### config.mk
export PLATFORM = sky130hd
export DESIGN_NAME = hex_record_parser_top
export DESIGN_NICKNAME = d
export VERILOG_FILES = /design/src/rtl/core/hrp_pkg.sv /design/src/rtl/core/hex_record_parser_top.sv /design/src/rtl/core/hrp_core.sv /design/src/rtl/core/hrp_out_reg.sv
export VERILOG_INCLUDE_DIRS = /design/src /design/src/rtl/core
export SDC_FILE = /design/constraint.sdc
export NUM_CORES = 1
export LEC_CHECK = 0
export BUFFER_PORTS_ARGS = -buffer_cell sky130_fd_sc_hd__buf_2
export CORE_UTILIZATION = 54
export DETAILED_ROUTE_END_ITERATION = 12
export PLACE_DENSITY_LB_ADDON = 0.15
export SETUP_SLACK_MARGIN = 0.15
export SLEW_MARGIN = 20
export SYNTH_ARGS = -nofsm -noshare
export SYNTH_HDL_FRONTEND = slang
export SYNTH_HIERARCHICAL = 1
export SYNTH_SLANG_ARGS = --single-unit
### constraint.sdc
create_clock -name aclk -period 4.6 [get_ports aclk]
set_clock_uncertainty 0.2 [all_clocks]
set_input_delay 0.92 -clock aclk [delete_from_list [all_inputs] [get_ports aclk]]
set_output_delay 0.92 -clock aclk [all_outputs]
set_load 0.02 [all_outputs]
### src/rtl/core/hex_record_parser_top_defines.svh
// assertion macros shared by the record parser rtl
// needs aclk and aresetn in the module that uses them
`ifndef HEX_RECORD_PARSER_TOP_DEFINES_SVH
`define HEX_RECORD_PARSER_TOP_DEFINES_SVH

// same-cycle check, idle during reset
`define HRP_ASSERT(label, prop, msg) \
    label: assert property (@(posedge aclk) disable iff (!aresetn) (prop)) else $error(msg);

// antecedent now, consequent on the next clock
`define HRP_ASSERT_NEXT(label, ante, cons, msg) \
    label: assert property (@(posedge aclk) disable iff (!aresetn) (ante) |=> (cons)) \
        else $error(msg);

`endif

### src/rtl/core/hrp_pkg.sv
// types, codes and character helpers for the hex record parser
// no dependencies
package hrp_pkg;

    localparam int MAX_DATA_BYTES = 256;
    localparam logic [8:0] DATA_CAP = 9'(MAX_DATA_BYTES);

    localparam logic [1:0] ST_OK       = 2'd0;
    localparam logic [1:0] ST_SHORT    = 2'd1;
    localparam logic [1:0] ST_BAD_CSUM = 2'd2;

    localparam logic KIND_DATA   = 1'b0;
    localparam logic KIND_STATUS = 1'b1;

    localparam logic [7:0] CH_NUL   = 8'h00;
    localparam logic [7:0] CH_TAB   = 8'h09;
    localparam logic [7:0] CH_CR    = 8'h0d;
    localparam logic [7:0] CH_SPACE = 8'h20;
    localparam logic [7:0] CH_BANG  = 8'h21;
    localparam logic [7:0] CH_PLUS  = 8'h2b;
    localparam logic [7:0] CH_MINUS = 8'h2d;
    localparam logic [7:0] CH_ZERO  = 8'h30;
    localparam logic [7:0] CH_NINE  = 8'h39;
    localparam logic [7:0] CH_UA    = 8'h41;
    localparam logic [7:0] CH_UF    = 8'h46;
    localparam logic [7:0] CH_LA    = 8'h61;
    localparam logic [7:0] CH_LF    = 8'h66;

    typedef struct packed {
        logic       item_kind;
        logic [7:0] data_value;
        logic [7:0] record_type;
        logic [7:0] record_length;
        logic [1:0] status;
    } hrp_result_t;

    function automatic logic is_ws(input logic [7:0] c);
        return (c == CH_SPACE) || (c >= CH_TAB && c <= CH_CR);
    endfunction

    function automatic logic is_hex(input logic [7:0] c);
        return (c >= CH_ZERO && c <= CH_NINE) || (c >= CH_LA && c <= CH_LF) ||
               (c >= CH_UA && c <= CH_UF);
    endfunction

    function automatic logic [3:0] hex_nib(input logic [7:0] c);
        logic [7:0] v;
        if (c >= CH_ZERO && c <= CH_NINE) begin
            v = c - CH_ZERO;
        end else if (c >= CH_LA && c <= CH_LF) begin
            v = c - CH_LA + 8'd10;
        end else begin
            v = c - CH_UA + 8'd10;
        end
        return v[3:0];
    endfunction

    // strtoul-like conversion of two characters
    function automatic logic [7:0] conv_pair(input logic [7:0] c0, input logic [7:0] c1);
        logic [7:0] v;
        v = 8'd0;
        if (is_hex(c0)) begin
            if (is_hex(c1)) begin
                v = {hex_nib(c0), hex_nib(c1)};
            end else begin
                v = {4'd0, hex_nib(c0)};
            end
        end else if (is_ws(c0) || c0 == CH_PLUS || c0 == CH_MINUS) begin
            v = is_hex(c1) ? {4'd0, hex_nib(c1)} : 8'd0;
            if (c0 == CH_MINUS) begin
                v = 8'd0 - v;
            end
        end
        return v;
    endfunction

endpackage

### src/rtl/core/hex_record_parser_top.sv
// top level of the ascii hex record parser with checksum
// depends on hrp_pkg, hrp_core and hrp_out_reg
// latency: a result appears on the master side the cycle after its character transfer
// throughput: one character per cycle, sustained while the master side takes results
// the step logic sits between the parser state registers and one result register
// reset: synchronous active-low aresetn returns the parser to line start, empties output
module hex_record_parser_top import hrp_pkg::*; (
    input  logic        aclk,
    input  logic        aresetn,
    input  logic        s_tvalid,
    output logic        s_tready,
    input  logic [7:0]  s_tdata,   // [7:0] char_code
    input  logic        s_tlast,   // line_end
    output logic        m_tvalid,
    input  logic        m_tready,
    output logic [31:0] m_tdata,   // [7:0] data_value, [15:8] record_type,
                                   // [23:16] record_length, [25:24] status, rest zero
    output logic [0:0]  m_tuser    // [0] item_kind
);

    logic        in_fire;
    logic        res_valid;
    hrp_result_t res;
    logic        out_ready;

    assign s_tready = out_ready;
    assign in_fire  = s_tvalid && out_ready;

    hrp_core u_core (
        .aclk      (aclk),
        .aresetn   (aresetn),
        .in_fire   (in_fire),
        .char_code (s_tdata),
        .line_end  (s_tlast),
        .res_valid (res_valid),
        .res       (res)
    );

    hrp_out_reg u_out (
        .aclk     (aclk),
        .aresetn  (aresetn),
        .in_valid (res_valid),
        .in_res   (res),
        .in_ready (out_ready),
        .m_tvalid (m_tvalid),
        .m_tready (m_tready),
        .m_tdata  (m_tdata),
        .m_tuser  (m_tuser)
    );

endmodule

### src/rtl/core/hrp_core.sv
// per-character parser state and step logic of the hex record parser
// depends on hrp_pkg and the shared assertion macros
`include "hex_record_parser_top_defines.svh"

module hrp_core import hrp_pkg::*; (
    input  logic        aclk,
    input  logic        aresetn,
    input  logic        in_fire,
    input  logic [7:0]  char_code,
    input  logic        line_end,
    output logic        res_valid,
    output hrp_result_t res
);

    localparam logic [2:0] PH_SKIP    = 3'd0;
    localparam logic [2:0] PH_LEN     = 3'd1;
    localparam logic [2:0] PH_TYPE    = 3'd2;
    localparam logic [2:0] PH_DATA    = 3'd3;
    localparam logic [2:0] PH_CSUM    = 3'd4;
    localparam logic [2:0] PH_DONE    = 3'd5;
    localparam logic [2:0] PH_COMMENT = 3'd6;

    logic [2:0] phase_reg, phase_next;
    logic [1:0] gpos_reg, gpos_next;
    logic [7:0] first_reg, first_next;
    logic [7:0] len_reg, len_next;
    logic [7:0] type_reg, type_next;
    logic [8:0] count_reg, count_next;
    logic [7:0] sum_reg, sum_next;
    logic [1:0] err_reg, err_next;

    logic [8:0] target;
    logic [8:0] len_m1;
    logic [7:0] pair_val;

    // number of data groups the length field asks for
    always_comb begin
        len_m1 = {1'b0, len_reg} - 9'd1;
        if (len_reg == 8'd0) begin
            target = 9'd0;
        end else if (len_m1 > DATA_CAP) begin
            target = DATA_CAP;
        end else begin
            target = len_m1;
        end
    end

    assign pair_val = conv_pair(first_reg, char_code);

    always_comb begin
        logic [2:0] eff_phase;
        logic       skip;
        phase_next = phase_reg;
        gpos_next  = gpos_reg;
        first_next = first_reg;
        len_next   = len_reg;
        type_next  = type_reg;
        count_next = count_reg;
        sum_next   = sum_reg;
        err_next   = err_reg;
        res_valid  = 1'b0;
        res        = '0;
        eff_phase  = phase_reg;
        skip       = 1'b0;

        if (in_fire) begin
            if (line_end) begin
                if (phase_reg != PH_COMMENT) begin
                    res_valid         = 1'b1;
                    res.item_kind     = KIND_STATUS;
                    res.record_type   = type_reg;
                    res.record_length = len_reg;
                    res.status        = (phase_reg == PH_DONE) ? err_reg : ST_SHORT;
                end
                phase_next = PH_SKIP;
                gpos_next  = 2'd0;
                first_next = 8'd0;
                len_next   = 8'd0;
                type_next  = 8'd0;
                count_next = 9'd0;
                sum_next   = 8'd0;
                err_next   = ST_OK;
            end else if (phase_reg == PH_COMMENT || phase_reg == PH_DONE) begin
                skip = 1'b1;
            end else if (char_code == CH_NUL) begin
                // decoding stops at a nul character
                err_next   = ST_SHORT;
                phase_next = PH_DONE;
            end else begin
                if (phase_reg == PH_SKIP) begin
                    if (is_ws(char_code)) begin
                        skip = 1'b1;
                    end else if (char_code == CH_BANG) begin
                        phase_next = PH_COMMENT;
                        skip       = 1'b1;
                    end else begin
                        eff_phase  = PH_LEN;
                        phase_next = PH_LEN;
                    end
                end
                if (!skip) begin
                    // group position is zero whenever the skip phase is left
                    case (gpos_reg)
                        2'd0: begin
                            first_next = char_code;
                            gpos_next  = 2'd1;
                        end
                        2'd2: begin
                            gpos_next = 2'd0;
                            if (eff_phase == PH_LEN) begin
                                phase_next = PH_TYPE;
                            end else if (eff_phase == PH_TYPE) begin
                                phase_next = (target == 9'd0) ? PH_CSUM : PH_DATA;
                            end else if (eff_phase == PH_DATA) begin
                                if (count_reg >= target) begin
                                    phase_next = PH_CSUM;
                                end
                            end
                        end
                        default: begin
                            gpos_next = 2'd2;
                            if (eff_phase == PH_LEN) begin
                                len_next = pair_val;
                            end else if (eff_phase == PH_TYPE) begin
                                type_next = pair_val;
                                sum_next  = pair_val;
                            end else if (eff_phase == PH_DATA) begin
                                sum_next       = sum_reg + pair_val;
                                count_next     = count_reg + 9'd1;
                                res_valid      = 1'b1;
                                res.item_kind  = KIND_DATA;
                                res.data_value = pair_val;
                            end else begin
                                err_next   = (pair_val == sum_reg) ? ST_OK : ST_BAD_CSUM;
                                phase_next = PH_DONE;
                                gpos_next  = 2'd0;
                            end
                        end
                    endcase
                end
            end
        end
    end

    always_ff @(posedge aclk) begin
        if (!aresetn) begin
            phase_reg <= PH_SKIP;
            gpos_reg  <= 2'd0;
            first_reg <= 8'd0;
            len_reg   <= 8'd0;
            type_reg  <= 8'd0;
            count_reg <= 9'd0;
            sum_reg   <= 8'd0;
            err_reg   <= ST_OK;
        end else begin
            phase_reg <= phase_next;
            gpos_reg  <= gpos_next;
            first_reg <= first_next;
            len_reg   <= len_next;
            type_reg  <= type_next;
            count_reg <= count_next;
            sum_reg   <= sum_next;
            err_reg   <= err_next;
        end
    end

    `HRP_ASSERT_NEXT(a_line_end_clears, in_fire && line_end, phase_reg == PH_SKIP && count_reg == 9'd0 && gpos_reg == 2'd0, "line end did not return parser to line start")
    `HRP_ASSERT(a_count_in_range, phase_reg != PH_DATA || count_reg <= target, "data count ran past the record length")
    `HRP_ASSERT(a_skip_at_group_start, phase_reg != PH_SKIP || gpos_reg == 2'd0, "group position nonzero during whitespace skip")
    `HRP_ASSERT(a_result_needs_transfer, !res_valid || in_fire, "result raised without an input transfer")

endmodule

### src/rtl/core/hrp_out_reg.sv
// result register of the hex record parser, packs the master-side stream
// depends on hrp_pkg and the shared assertion macros
`include "hex_record_parser_top_defines.svh"

module hrp_out_reg import hrp_pkg::*; (
    input  logic        aclk,
    input  logic        aresetn,
    input  logic        in_valid,
    input  hrp_result_t in_res,
    output logic        in_ready,
    output logic        m_tvalid,
    input  logic        m_tready,
    output logic [31:0] m_tdata,
    output logic [0:0]  m_tuser
);

    logic        valid_reg;
    hrp_result_t res_reg;

    // a new result may enter when the register is empty or while the held one is taken
    assign in_ready = !valid_reg || m_tready;

    always_ff @(posedge aclk) begin
        if (!aresetn) begin
            valid_reg <= 1'b0;
        end else if (in_ready) begin
            valid_reg <= in_valid;
        end
    end

    always_ff @(posedge aclk) begin
        if (in_ready && in_valid) begin
            res_reg <= in_res;
        end
    end

    assign m_tvalid = valid_reg;
    assign m_tdata  = {6'd0, res_reg.status, res_reg.record_length,
                       res_reg.record_type, res_reg.data_value};
    assign m_tuser  = res_reg.item_kind;

    `HRP_ASSERT_NEXT(a_load_shows, in_valid && in_ready, valid_reg, "accepted result not presented")
    `HRP_ASSERT(a_stall_only_full, in_ready || valid_reg, "input stalled with empty result register")
    `HRP_ASSERT(a_data_item_clean, !valid_reg || res_reg.item_kind == KIND_STATUS || (res_reg.status == ST_OK && res_reg.record_type == 8'd0), "data item carries status fields")

endmodule
==> results by group <==
Outcome
  – Status: finished clean

Synthesis
  – Number of synthesized flops with an enable pin: 27
  – Synth unique cells: 89
  – YS warnings: 6
  – Count leader, synth: dfxtp_1
  – Share of the yosys chip area belonging to registers: 0.365
  – Synth Cell Area: 4910 um2
  – Syn Area/Cell: 8.92 um2
  – Ys async rst share: 0
  – Predominant post-synthesis flop cell: dfxtp_1
  – Flip-flop and latch count after synthesis: 76
  – Largest area contributor in the netlist: dfxtp_1
  – Mapped Cells: 550
  – Post-synth top cells: dfxtp_1, nand2_1, nor2_1
  – Share of the synthesized area in the top cell type: 0.200
  – Synth area leaders: dfxtp_1, edfxtp_1, ha_1

Timing
  – Fin. Hold Viols: 0
  – Worst hold slack: 0.256 ns
  – Final min period: 4.39 ns
  – Max-slew violations: 0
  – RSZ-0062 raised after global routing: true
  – Highest Clock Rate: 0.228 GHz
  – Setup tns final: 0 ns
  – Final Worst Setup Slack: 0.207 ns
  – Final cycle utilization of the critical path: 0.955
  – Worst-Margin Slew: 0.753 ns
  – Setup-failing EPs final: 0
  – Rel. slew slack: 0.497

Global route
  – Global-route wire length before repair: 19.8 mm
  – Largest net degree at the start of global routing: 28
  – GRT Total Usage: 0.259
  – Vias in the first global route: 4024
  – Total grt overflow: 0
  – Antenna violations before repair: 0

Place
  – Port Buffer Count: 41
  – Hpwl dp: 8.85 mm
  – Dpl cells: 702
  – Dpl ws: -0.200 ns
  – GP Congestion: 0.926

Critical path
  – Critical path cell sequence: buf_12 > inv_12 > ha_4 > nor3b_2 > and4bb_2 > buf_4 > a32oi_1 > ha_2 > or3_4 > o21ai_2 > or3b_1 > o311a_1 > ha_4 > a211oi_2 > nor2_2 > o41ai_2 > xor2_1 > nor3_1 > o31ai_1
  – Slowest-stage cell, CP: or3_4
  – Worst path max stage delay: 0.37 ns
  – Reg2reg setup slack: 0.54 ns
  – Crit. Startpoint: s_tdata[1]
  – Reg2reg start: u_core/first_reg[0]
  – Type of origin of the critical path: input pin
  – RR Endpoint: u_core/sum_reg[7]
  – Crit path buffers/inverters: 3
  – Worst path depth: 19
  – Worst setup path endpoint: u_core/sum_reg[7]
  – Critical path class: input pin to register
  – CP endpoint kind: register
  – CP dominant cell by count: ha_4
  – Worst Path Required: 4.68 ns
  – Crit-path max FO: 4
  – Crit path DAT: 4.47 ns
  – R2R cell count: 15
  – Family with the most delay on the worst path: simple AND/OR/NAND/NOR gates

Die
  – Num rows: 34
  – Die width: 97.3 um
  – DIE AREA: 9480 um2
  – Initial Util: 0.560
  – Die Y: 97.3 um
  – Io pins: 48
  – Core ar.: 8760 um2

Route
  – Highest routed layer: met4
  – Iteration count of the initial detailed-routing pass: 5
  – Iteration-0 DRC count of the detailed router: 279
  – Via count: 4315
  – Via density: 6.00
  – Met1 WL: 5.09 mm
  – DRC: 0
  – Met3 WL: 581 um
  – Remaining antenna violation count after routing: 0
  – Met2 WL: 5.93 mm
  – Final wirelength: 11.8 mm
  – WL/cell: 16.4 um

Pwr
  – PD cells: 249 nW/um2
  – Leakage power: 2.19 nW
  – Peak VDD IR: 120 uV

Clocking
  – CTS tree: done
  – Clock Sinks: 76
  – Worst-skew pair later-pin latency: 0.36 ns
  – Root buf cell: clkbuf_8
  – Clock Tree Buf Depth: 2
  – Clock buffer count from CTS: 9
  – Clock-pin slew on the worst setup and hold paths: 0.09 ns
  – Htree depth: 3

Layout
  – Max FFs per register: 26
  – Antenna Cells: 0
  – Final core occ: 0.643
  – Share of post-route cells with drive strength above 1: 0.226
  – Filler cell count: 757
  – Area Overhead vs Synth: 14.8%
  – Post-Layout Cell Count: 719
  – # nets final: 647

Flow run
  – Maximum capacitance violations: 0

Hold path
  – Worst hold path depth: 2
  – Hold Crit Class: register to register
-- kinds of logic (layout without fill, tap and decap cells) --
family | Yosys count | in the layout | share of synthesized area
AO/OA/AOI/OAI | 146 | 146 | 0.215
adder cells (fa/ha/maj) | 28 | 28 | 0.0729
buffers and inverters | 53 | 109 | 0.0523
XOR/XNOR | 17 | 17 | 0.0303
flip-flops | 76 | 76 | 0.365
other | 2 | 7 | 0.00153
AND/OR/NAND/NOR | 223 | 223 | 0.253
multiplexers | 5 | 5 | 0.0105
-- cells in the final DEF (no fill, tap or decap), types with 4 or more instances in the layout --
| cell | count |
|---|---|
| nand2b_1 | 9 |
| nor3b_1 | 4 |
| a31o_2 | 4 |
| dfxtp_1 | 49 |
| a22oi_1 | 5 |
| nand3_1 | 12 |
| nor2b_1 | 8 |
| a31oi_1 | 4 |
| o21ai_0 | 24 |
| xor2_1 | 10 |
| o2111ai_1 | 5 |
| a22o_1 | 8 |
| nor3_1 | 18 |
| ha_1 | 23 |
| nor2_1 | 45 |
| nand4_1 | 5 |
| buf_4 | 28 |
| buf_2 | 39 |
| inv_1 | 22 |
| inv_6 | 4 |
| or3_1 | 12 |
| o21a_1 | 7 |
| nand2_1 | 45 |
| edfxtp_1 | 27 |
| and2_1 | 19 |
| clkbuf_8 | 9 |
| xnor2_1 | 7 |
| a21oi_1 | 33 |
| o22ai_1 | 4 |
| mux2i_1 | 4 |
| conb_1 | 7 |
-- worst min-delay path by stage --
stage / from / slack (ns) / endpoint
2_1_floorplan: u_core/type_reg[1] / 0.23 / u_core/type_reg[1]
4_1_cts: u_core/type_reg[1] / 0.26 / u_core/type_reg[1]
5_1_grt: u_core/type_reg[7] / 0.28 / u_core/type_reg[7]
3_5_place_dp: u_core/type_reg[1] / 0.24 / u_core/type_reg[1]
3_3_place_gp: u_core/type_reg[5] / 0.24 / u_core/type_reg[5]
6_report: u_core/type_reg[1] / 0.26 / u_core/type_reg[1]
-- what timing repair did --
action	4_1_cts	5_1_grt
hold buffers	0	0
endpoints found under the hold margin	0	0
setup endpoints to repair	0	4
resized for setup	0	19
buffers inserted	0	1
-- report_power, final --
group / internal (mW) / leakage [nW] / switching, mW
logic: 0.0686 / 1.43 / 0.117
clock network: 0.209 / 0.0940 / 0.287
registers: 0.707 / 0.661 / 0.0137
total: 0.985 / 2.19 / 0.418
-- layer usage --
metal  track usage  up-vias
li1              -     2113
met1         0.328     2032
met2         0.447      155
met3        0.0496       15
met4        0.0769        0
met5             0        -
-- stage by stage --
| stage | cell area, um2 | total power [mW] |
|---|---|---|
| after global placement | 5380 | 0.912 |
| after floorplan | 5000 | 0.862 |
| final | 5640 | 1.40 |
| after global routing | 5640 | 1.47 |
| after detailed placement | 5380 | 0.916 |
| after CTS | 5570 | 1.40 |
-- worst reg2reg max path: stages, from the launching register on --
cell       delay [ns]
dfxtp_1          0.49
ha_1             0.28
o21bai_1         0.15
a2111oi_4        0.52
mux2i_1          0.27
or2_2            0.16
a2bb2oi_1        0.20
inv_1            0.07
ha_1             0.29
a21o_1           0.22
a211oi_2         0.21
nor2_2           0.07
o41ai_2          0.32
xor2_1           0.22
nor3_1           0.07
o31ai_1          0.23
-- area by class of cell --
class                      count  area, um2  share of cell area
sequential                    76       1790               0.318
timing repair buffer          69        445              0.0790
tap                          108        135              0.0240
clock inverter                 7       67.6              0.0120
inverter                      24        110              0.0195
clock buffer                   9        124              0.0220
multi-input combinational    426       2960               0.526
(Power assumes the default switching activity.)
